--- src/bpbs_pkg.sv ---
// ----------------------------------------------------------------------------
// bpbs_pkg
// Shared types and constants for the ballistic particle bounce step: register
// map, configuration struct and register reset values.
// ----------------------------------------------------------------------------
package bpbs_pkg;

  localparam int ADDR_W = 4;

  typedef enum logic [1:0] {
    REG_NOMINAL_DT   = 2'd0,
    REG_BOUNCE_GAIN  = 2'd1,
    REG_GROUND_LEVEL = 2'd2
  } reg_idx_t;

  typedef struct packed {
    logic        [15:0] nominal_dt;
    logic        [15:0] bounce_gain;
    logic signed [31:0] ground_level;
  } cfg_t;

  localparam logic        [15:0] NOMINAL_DT_RST   = 16'd655;
  localparam logic        [15:0] BOUNCE_GAIN_RST  = 16'd26214;
  localparam logic signed [31:0] GROUND_LEVEL_RST = -32'sd262144;

endpackage

--- src/bpbs_cfg.sv ---
// ----------------------------------------------------------------------------
// bpbs_cfg
// APB-style configuration registers: nominal step, bounce gain and
// ground level. Writes beyond the register map are dropped.
// ----------------------------------------------------------------------------
module bpbs_cfg (
  input  logic                        clk,
  input  logic                        rst,
  input  logic                        psel,
  input  logic                        penable,
  input  logic                        pwrite,
  input  logic [bpbs_pkg::ADDR_W-1:0] paddr,
  input  logic [31:0]                 pwdata,
  output logic [31:0]                 prdata,
  output bpbs_pkg::cfg_t              cfg
);

  bpbs_pkg::reg_idx_t idx;
  logic               wr;

  assign idx = bpbs_pkg::reg_idx_t'(paddr[3:2]);
  assign wr  = psel && penable && pwrite;

  always_ff @(posedge clk) begin
    if (rst) begin
      cfg.nominal_dt   <= bpbs_pkg::NOMINAL_DT_RST;
      cfg.bounce_gain  <= bpbs_pkg::BOUNCE_GAIN_RST;
      cfg.ground_level <= bpbs_pkg::GROUND_LEVEL_RST;
    end else if (wr) begin
      case (idx)
        bpbs_pkg::REG_NOMINAL_DT:   cfg.nominal_dt   <= pwdata[15:0];
        bpbs_pkg::REG_BOUNCE_GAIN:  cfg.bounce_gain  <= pwdata[15:0];
        bpbs_pkg::REG_GROUND_LEVEL: cfg.ground_level <= pwdata;
        default: ;
      endcase
    end
  end

  always_comb begin
    case (idx)
      bpbs_pkg::REG_NOMINAL_DT:   prdata = {16'd0, cfg.nominal_dt};
      bpbs_pkg::REG_BOUNCE_GAIN:  prdata = {16'd0, cfg.bounce_gain};
      bpbs_pkg::REG_GROUND_LEVEL: prdata = cfg.ground_level;
      default:                    prdata = 32'd0;
    endcase
  end

endmodule

--- config.mk ---
export PLATFORM = sky130hd
export DESIGN_NAME = bpbs_cfg
export DESIGN_NICKNAME = d
export VERILOG_FILES = /design/src/bpbs_pkg.sv /design/src/bpbs_cfg.sv
export SDC_FILE = /design/constraint.sdc
export NUM_CORES = 1
export LEC_CHECK = 0
export ABC_CLOCK_PERIOD_IN_PS = 1000
export BUFFER_PORTS_ARGS = -buffer_cell sky130_fd_sc_hd__buf_4
export CELL_PAD_IN_SITES_DETAIL_PLACEMENT = 1
export CELL_PAD_IN_SITES_GLOBAL_PLACEMENT = 1
export CORE_MARGIN = 5
export CORE_UTILIZATION = 31
export DETAILED_ROUTE_END_ITERATION = 6
export PLACE_DENSITY = 0.81
export SLEW_MARGIN = 20
export SYNTH_ARGS = -nofsm -noshare
export SYNTH_HDL_FRONTEND = slang
export SYNTH_SLANG_ARGS = --single-unit
--- constraint.sdc ---
create_clock -name clk -period 1 [get_ports clk]
set_input_delay 0.1 -clock clk [delete_from_list [all_inputs] [get_ports clk]]
set_output_delay 0.1 -clock clk [all_outputs]
set_load 0.1 [all_outputs]
**After elaboration in Yosys (flattened, before gate mapping)**

Cells that the tools add are included.

- Logic and storage cells: 12
- Input bits: 41
- Output and inout bits: 96
- Register bits: 64

- Equality and inequality tests: 2
- Mux-type cells: 1
- Reduce and logical (&&, ||, !) cells: 6

Operators by type and width:

| cell | number |
|---|---|
| $pmux 32 s3 | 1 |
| $reduce_and 2->1 | 3 |
| $eq 2x1->1 const B | 1 |
| $eq 2x2->1 const B | 1 |
| $logic_and 1x1->1 | 2 |
| $logic_not 2->1 | 1 |

**Logic depth before layout (Yosys ltp)**

Gate-level depths: netlist of run 1.

- Depth in word-level cells: 3
- Gate-level depth with buffers: 5
- Mapped depth without buffers: 3

**Worst setup path before layout of run 1**

OpenSTA, ideal clock, no wires.

- Kind: register -> output
- From: register cfg[0] (netlist name)
- To: output port prdata[0]
- Stages on the path, launching flop included: 3
- Path buffers: 0
- Data arrival time: 3,245 ps
- Data required time: 900 ps
- Setup slack: -2,345 ps
- Path through: dfxtp_1 > mux2i_1 > o21ai_0

- Cells in the longest elaborated chain, start to end: 1

Ends and longest elaborated chain:

| element | line | RTL |
|---|---|---|
| start: declaration | bpbs_cfg.sv:15 | `output bpbs_pkg::cfg_t cfg` |
| $pmux 32 s3 | bpbs_cfg.sv:40 | `case (idx)` |
| end: declaration | bpbs_cfg.sv:14 | `output logic [31:0] prdata,` |

No other way between the ends.

**Worst setup path after layout of run 1**

Ends and elaborated chain as after synthesis.

==> metrics.json, run 1 <==
{
  "crit_path_start_kind": "flop",
  "area_of_the_core_region_mm2": 0.00977,
  "global_route.usage.met1": 0.247,
  "violated_checks": "setup timing",
  "synth.net_count": 373,
  "design.portCount": 137,
  "yosysWarningCount": 0,
  "nNetsFinal": 579,
  "rr_endpoint": "cfg[0]",
  "synthesis.area_mm2": 0.00310,
  "layoutNonFillerInstCount": 676,
  "worstSetupPathType": "reg -> out",
  "count_of_cell_types_in_the_netlist": 19,
  "antennaDiodeCount": 0,
  "final_min_period_over_clock_period": 1.31,
  "ctsHtreeMaxLevel": 3,
  "final.setup.worst_slack_ns": -0.307,
  "drt_wirelength_um": 18300,
  "holdCritPathClass": "in -> reg",
  "dp.cells": 609,
  "timing.hold.worst_path_depth": 3,
  "slew_headroom": 0.724,
  "clock_path_buffers": 2,
  "max_flop_register": "cfg",
  "globalRouteMet3Util": 0.0628,
  "synth_top_area_share": 0.414,
  "timing.reg2reg.worst_path_depth": 4,
  "max_freq_ghz": 0.765,
  "maximum_number_of_pins_on_one_net_before_global_route_repair": 45,
  "r2r_start": "cfg[0]",
  "antenna_violating_nets_post_route": 0,
  "rows": 36,
  "crit_path_end_kind": "output port",
  "clkSlewWorstSetupHoldPaths_ns": 0.10,
  "routabilityCongestion": 0.753,
  "data_required_time_of_the_critical_path_ns": 0.90,
  "cts_hold_repair.buffers": 0,
  "grt_first_pass_wirelength_um": 21400,
  "ff2ff_setup_slack_ns": 0,
  "cellPowerDensity_mw_per_mm2": 966,
  "post-synth-top-area-cell": "sky130_fd_sc_hd__dfxtp_1",
  "worst-slew-pin-transition_ns": 0.413,
  "reg_top3": "cfg: 64 flops",
  "ys_seq_area_frac": 0.414,
  "count_of_tritonroute_iterations_in_the_first_routing_pass": 4,
  "fillers": 908,
  "worstSkewPairLatency_ns": 0.36,
  "grt.busiest_layer": "met2",
  "final_critical_path_time_including_i_o_delays_and_setup_ns": 1.31,
  "worstHoldEndpoint": "cfg[19]",
  "overflow": 0,
  "synth.area.top_cells": "sky130_fd_sc_hd__dfxtp_1 41%, sky130_fd_sc_hd__mux2i_1 26%, sky130_fd_sc_hd__nand2b_1 11%, sky130_fd_sc_hd__nor2_1 6.4%, sky130_fd_sc_hd__and2_1 3.2%",
  "vias": 3440,
  "portBuffers": 134,
  "syn2layout_area_growth_pct": 130,
  "drive_gt1_frac": 0.654,
  "synthesis.area_per_instance_um2": 9.33,
  "finalClockSkew_ns": 0,
  "largest_register_ff_count": 64,
  "syn-instance-count": 332,
  "setup_slack_at_placement_ns": -0.308,
  "drv_slew": 0,
  "min-delay-start": "pwdata[19]",
  "grt_usage": 0.239,
  "met2_layer_usage_reported_by_global_route": 0.458,
  "ys_ff_latch": 64,
  "die_h_um": 110,
  "power.ir.vdd_worst_mv": 0.759,
  "tritoncts": "built",
  "dr.first_iter.drc_count": 182,
  "via_per_inst": 5.09,
  "drc": 0,
  "setup_violations": 96,
  "run_status": "complete, but fails checks",
  "initial_core_util": 0.317,
  "total_leakage_power_nw": 2.90,
  "critPathMaxFanout": 2,
  "timing.final.hold_violations": 0,
  "first_global_vias": 3621,
  "die_area_mm2": 0.0121,
  "cts_inserted_buffers": 9,
  "cp.arrival_ns": 1.21,
  "finalSetupTns_ns": -10.89,
  "clock_sink_count": 64,
  "max_cap_violations": 0,
  "hpwl_um": 8240,
  "die_x_um": 110,
  "cts_root_buffer": "sky130_fd_sc_hd__clkbuf_8",
  "number_of_antenna_violations_at_the_first_check_in_global_routing": 0,
  "rsz_0062_raised_after_global_routing": "yes",
  "wire_per_inst_um": 27.0
}
worst max-delay path: stages, from the launching register on:
cell	delay, ns
sky130_fd_sc_hd__dfxtp_4	0.37
sky130_fd_sc_hd__mux2i_4	0.20
sky130_fd_sc_hd__o21ai_4	0.09
sky130_fd_sc_hd__buf_12	0.18
where the power goes:
group | internal, mW | switching, mW | total (mW)
clock network | 1.13 | 1.16 | 2.28
registers | 2.44 | 0.0520 | 2.49
logic | 0.835 | 1.27 | 2.10
total | 4.40 | 2.47 | 6.87
worst max path at each step:
stage / from / end / slack [ns] / cells past startpoint
global placement: paddr[2] / cfg[36] / -0.24 / 6
global route: cfg[61] / prdata[13] / -0.32 / 3
finish: cfg[0] / prdata[0] / -0.31 / 3
floorplan: cfg[0] / prdata[0] / -0.34 / 2
CTS: cfg[1] / prdata[1] / -0.24 / 3
detailed placement: paddr[2] / cfg[33] / -0.31 / 6
area by class of cell:
type,count,area [um2],share of cell area
Clock buffer,9,124,0.0174
Clock inverter,7,62.6,0.00879
Multi-Input combinational cell,244,2130,0.300
Sequential cell,64,1520,0.213
Tap cell,133,166,0.0234
Timing Repair Buffer,219,3110,0.438
cells by family after synthesis:
group	after synthesis	synth area share
buf+inv	24	0.0460
mux	80	0.258
compound gates	16	0.0258
flops	64	0.414
simple gates	148	0.256
per-stage QoR:
step / hold WS [ns] / util / cell area [um2] / power (mW)
6_report: 0.0230 / 0.728 / 7110 / 6.87
5_1_grt: 0.0258 / 0.728 / 7110 / 7.07
4_1_cts: 0.0113 / 0.671 / 6560 / 6.66
3_5_place_dp: 0.370 / 0.524 / 5120 / 4.22
3_3_place_gp: 0.351 / 0.524 / 5120 / 4.19
2_1_floorplan: 0.245 / - / 3780 / 3.77
routing by layer:
metal	vias to the layer above	share of wire
met5	-	0
met4	0	0.032
met3	44	0.058
met2	164	0.54
met1	1709	0.37
li1	1523	-
synthesized netlist by cell type, drive strengths merged:
master / number
dfxtp: 64
buf: 14
nand2b: 54
or3: 1
nand2: 16
nand4: 2
nor2b: 2
nor2: 53
nand3: 1
clkbuf: 10
nor3b: 2
mux2i: 80
nor3: 1
o21ai: 16
and2: 16
repair_timing:
item / CTS / global route
gates cloned: 0 / 1
endpoints found under the setup margin: 96 / 100
hold endpoints to repair: 0 / 0
buffers inserted: 12 / 45
pin swaps: 30 / 6
gates resized for setup: 282 / 70
layout by cell type, fill, tap and decap left out, types with 9 or more instances in the layout:
master / n
sky130_fd_sc_hd__buf_12: 104
sky130_fd_sc_hd__nand2b_1: 53
sky130_fd_sc_hd__clkbuf_8: 9
sky130_fd_sc_hd__buf_4: 74
sky130_fd_sc_hd__nand2_1: 15
sky130_fd_sc_hd__mux2i_4: 16
sky130_fd_sc_hd__o21ai_4: 16
sky130_fd_sc_hd__buf_6: 40
sky130_fd_sc_hd__nor2_1: 53
sky130_fd_sc_hd__dfxtp_4: 62
sky130_fd_sc_hd__mux2i_1: 63
sky130_fd_sc_hd__and2_4: 16
Note: power is estimated with default switching activity, not from simulation.
==> run 2: changes to the inputs <==
- MAX_ROUTING_LAYER: unset -> met4
==> metrics.json, run 2 (same netlist as run 1, synthesis figures left out) <==
{
  "crit_path_end_kind": "output port",
  "cellPowerDensity": {"value": 964, "unit": "mW/mm2", "change": "-0.20%"},
  "reg_top3": "cfg: 64 flops",
  "worstSetupPathType": "reg -> out",
  "violated_checks": "setup timing",
  "run_status": "complete, but fails checks",
  "setup_slack_at_placement": {"value": -0.308, "unit": "ns", "change": "unchanged"},
  "drt_wirelength": {"value": 17600, "unit": "um", "change": "-3.9%"},
  "worstHoldEndpoint": "cfg[17]",
  "cp.arrival": {"value": 1.21, "unit": "ns", "change": "about the same"},
  "final_critical_path_time_including_i_o_delays_and_setup": {"value": 1.31, "unit": "ns", "change": "+0.00220 ns"},
  "ff2ff_setup_slack": {"value": 0.06, "unit": "ns", "change": "+0.06 ns"},
  "setup_violations": {"value": 91, "change": "-5.2%"},
  "clock_path_buffers": {"value": 2, "change": "unchanged"},
  "final_cell_mix": "104 x sky130_fd_sc_hd__buf_12, 74 x sky130_fd_sc_hd__buf_4, 63 x sky130_fd_sc_hd__mux2i_1",
  "die_h": {"value": 110, "unit": "um", "change": "unchanged"},
  "clock_sink_count": {"value": 64, "change": "unchanged"},
  "die_x": {"value": 110, "unit": "um", "change": "unchanged"},
  "post-route-util": {"value": 0.728, "change": "unchanged"},
  "cts_root_buffer": "sky130_fd_sc_hd__clkbuf_8",
  "fillers": {"value": 915, "change": "+0.77%"},
  "drc": {"value": 0, "change": "unchanged"},
  "portBuffers": {"value": 134, "change": "unchanged"},
  "clkSlewWorstSetupHoldPaths": {"value": 0.10, "unit": "ns", "change": "about the same"},
  "number_of_antenna_violations_at_the_first_check_in_global_routing": {"value": 0, "change": "unchanged"},
  "cts_inserted_buffers": {"value": 9, "change": "unchanged"},
  "tritoncts": "built",
  "antenna_violating_nets_post_route": {"value": 0, "change": "unchanged"},
  "ctsHtreeMaxLevel": {"value": 3, "change": "unchanged"},
  "design.portCount": {"value": 137, "change": "unchanged"},
  "rsz_0062_raised_after_global_routing": "yes",
  "timing.reg2reg.worst_path_depth": {"value": 5, "change": "+1"},
  "crit_path_cells": "mux2i_4, o21ai_4, buf_12",
  "total_leakage_power": {"value": 2.90, "unit": "nW", "change": "unchanged"},
  "worstSkewPairLatency": {"value": 0.36, "unit": "ns", "change": "about the same"},
  "max_freq": {"value": 0.764, "unit": "GHz", "change": "-0.17%"},
  "slew_headroom": {"value": 0.723, "change": "-0.000964"},
  "initial_core_util": {"value": 0.317, "change": "unchanged"},
  "holdWs": {"value": 0.0223, "unit": "ns", "change": "-0.000713 ns"},
  "hpwl": {"value": 8240, "unit": "um", "change": "unchanged"},
  "timing.hold.worst_path_depth": {"value": 3, "change": "unchanged"},
  "via_per_inst": {"value": 4.98, "change": "-2.2%"},
  "die_area": {"value": 0.0121, "unit": "mm2", "change": "unchanged"},
  "dp_area": {"value": 0.00512, "unit": "mm2", "change": "unchanged"},
  "critPathBufInv": {"value": 1, "change": "unchanged"},
  "wire_per_inst": {"value": 26.0, "unit": "um", "change": "-3.9%"},
  "finish.instance_area": {"value": 0.00711, "unit": "mm2", "change": "unchanged"},
  "critPathMaxFanout": {"value": 3, "change": "+1"},
  "syn2layout_area_growth": {"value": 130, "unit": "%", "change": "unchanged"},
  "overflow": {"value": 0, "change": "unchanged"},
  "drive_gt1_frac": {"value": 0.654, "change": "unchanged"},
  "rr_endpoint": "cfg[32]",
  "max_flop_register": "cfg",
  "min-delay-start": "pwdata[17]",
  "drv_slew": {"value": 0, "change": "unchanged"},
  "worst-slew-pin-transition": {"value": 0.415, "unit": "ns", "change": "+0.00145 ns"},
  "first_global_vias": {"value": 3617, "change": "-0.11%"},
  "final.setup.worst_slack": {"value": -0.310, "unit": "ns", "change": "-0.00220 ns"},
  "data_required_time_of_the_critical_path": {"value": 0.90, "unit": "ns", "change": "about the same"},
  "grt_usage": {"value": 0.245, "change": "+0.00624"},
  "cp_slowest_cell": "sky130_fd_sc_hd__dfxtp_4",
  "area_of_the_core_region": {"value": 0.00977, "unit": "mm2", "change": "unchanged"},
  "critPathTopFamily": "flip-flops",
  "rows": {"value": 36, "change": "unchanged"},
  "max_cap_violations": {"value": 0, "change": "unchanged"},
  "power.ir.vdd_worst": {"value": 0.799, "unit": "mV", "change": "+5.3%"},
  "most_common_library_cell_in_the_layout_ignoring_fill_and_taps": "sky130_fd_sc_hd__buf_12",
  "count_of_tritonroute_iterations_in_the_first_routing_pass": {"value": 5, "change": "+1"},
  "cts_hold_repair.buffers": {"value": 0, "change": "unchanged"},
  "routabilityCongestion": {"value": 0.763, "change": "+1.3%"},
  "antennaDiodeCount": {"value": 0, "change": "unchanged"},
  "holdCritPathClass": "in -> reg",
  "crit_path_start_kind": "flop",
  "largest_register_ff_count": {"value": 64, "change": "unchanged"},
  "nNetsFinal": {"value": 579, "change": "unchanged"},
  "dr.first_iter.drc_count": {"value": 114, "change": "-37%"},
  "timing.final.hold_violations": {"value": 0, "change": "unchanged"},
  "maximum_number_of_pins_on_one_net_before_global_route_repair": {"value": 45, "change": "unchanged"},
  "grt_first_pass_wirelength": {"value": 21300, "unit": "um", "change": "-0.48%"},
  "r2r_start": "cfg[32]",
  "final_min_period_over_clock_period": {"value": 1.31, "change": "+0.00220"},
  "finalClockSkew": {"value": 0, "unit": "ns", "change": "unchanged"},
  "vias": {"value": 3366, "change": "-2.2%"},
  "timing.critical_path.slowest_cell_delay": {"value": 0.39, "unit": "ns", "change": "+0.02 ns"}
}
## run 2: through the flow
stage | instances | TNS (ns) | power (mW)
after floorplan | 332 | -5.89 | 3.77
after global placement | 609 | -13.84 | 4.19
after detailed placement | 609 | -17.08 | 4.22
after CTS | 637 | -7.21 | 6.66
after global routing | 676 | -13.21 | 7.08
final | 676 | -10.67 | 6.86
## run 2: area by class of cell
class                           instances  area, um2  share of cell area
Timing Repair Buffer                  219       3110               0.438
Tap cell                              133        166              0.0234
Clock inverter                          7       62.6             0.00879
Sequential cell                        64       1520               0.213
Clock buffer                            9        124              0.0174
Multi-Input combinational cell        244       2130               0.300
## run 2: worst max-delay path by stage
stage | from | end | slack [ns] | depth (start not counted)
floorplan | cfg[0] | prdata[0] | -0.34 | 2
global placement | paddr[2] | cfg[36] | -0.24 | 6
detailed placement | paddr[2] | cfg[33] | -0.31 | 6
CTS | cfg[1] | prdata[1] | -0.24 | 3
global route | cfg[52] | prdata[4] | -0.33 | 3
finish | cfg[57] | prdata[9] | -0.31 | 3
## run 2: worst reg2reg max path: stages, from the launching register on
cell and delay [ns]:
sky130_fd_sc_hd__dfxtp_2 0.34, sky130_fd_sc_hd__buf_6 0.13, sky130_fd_sc_hd__buf_4 0.12, sky130_fd_sc_hd__buf_4 0.13, sky130_fd_sc_hd__nand2b_4 0.05, sky130_fd_sc_hd__mux2i_1 0.06
## run 2: power breakdown
group / switching [mW] / total, mW / internal [mW]
Combinational: 1.25 / 2.08 / 0.834
Clock: 1.16 / 2.29 / 1.13
Sequential: 0.0516 / 2.49 / 2.44
Total: 2.46 / 6.86 / 4.40
## run 2: routing by layer
metal | routed length (um) | GRT usage
met1 | 6630 | 0.248
met2 | 9290 | 0.458
met3 | 930 | 0.0534
met4 | 700 | 0.0890
met5 | 0 | -
## run 2: repair_timing
action | 4_1_cts | 5_1_grt
endpoints found under the setup margin | 96 | 97
buffers inserted | 12 | 45
resized for setup | 282 | 70
pin swaps | 30 | 6
cloned | 0 | 1
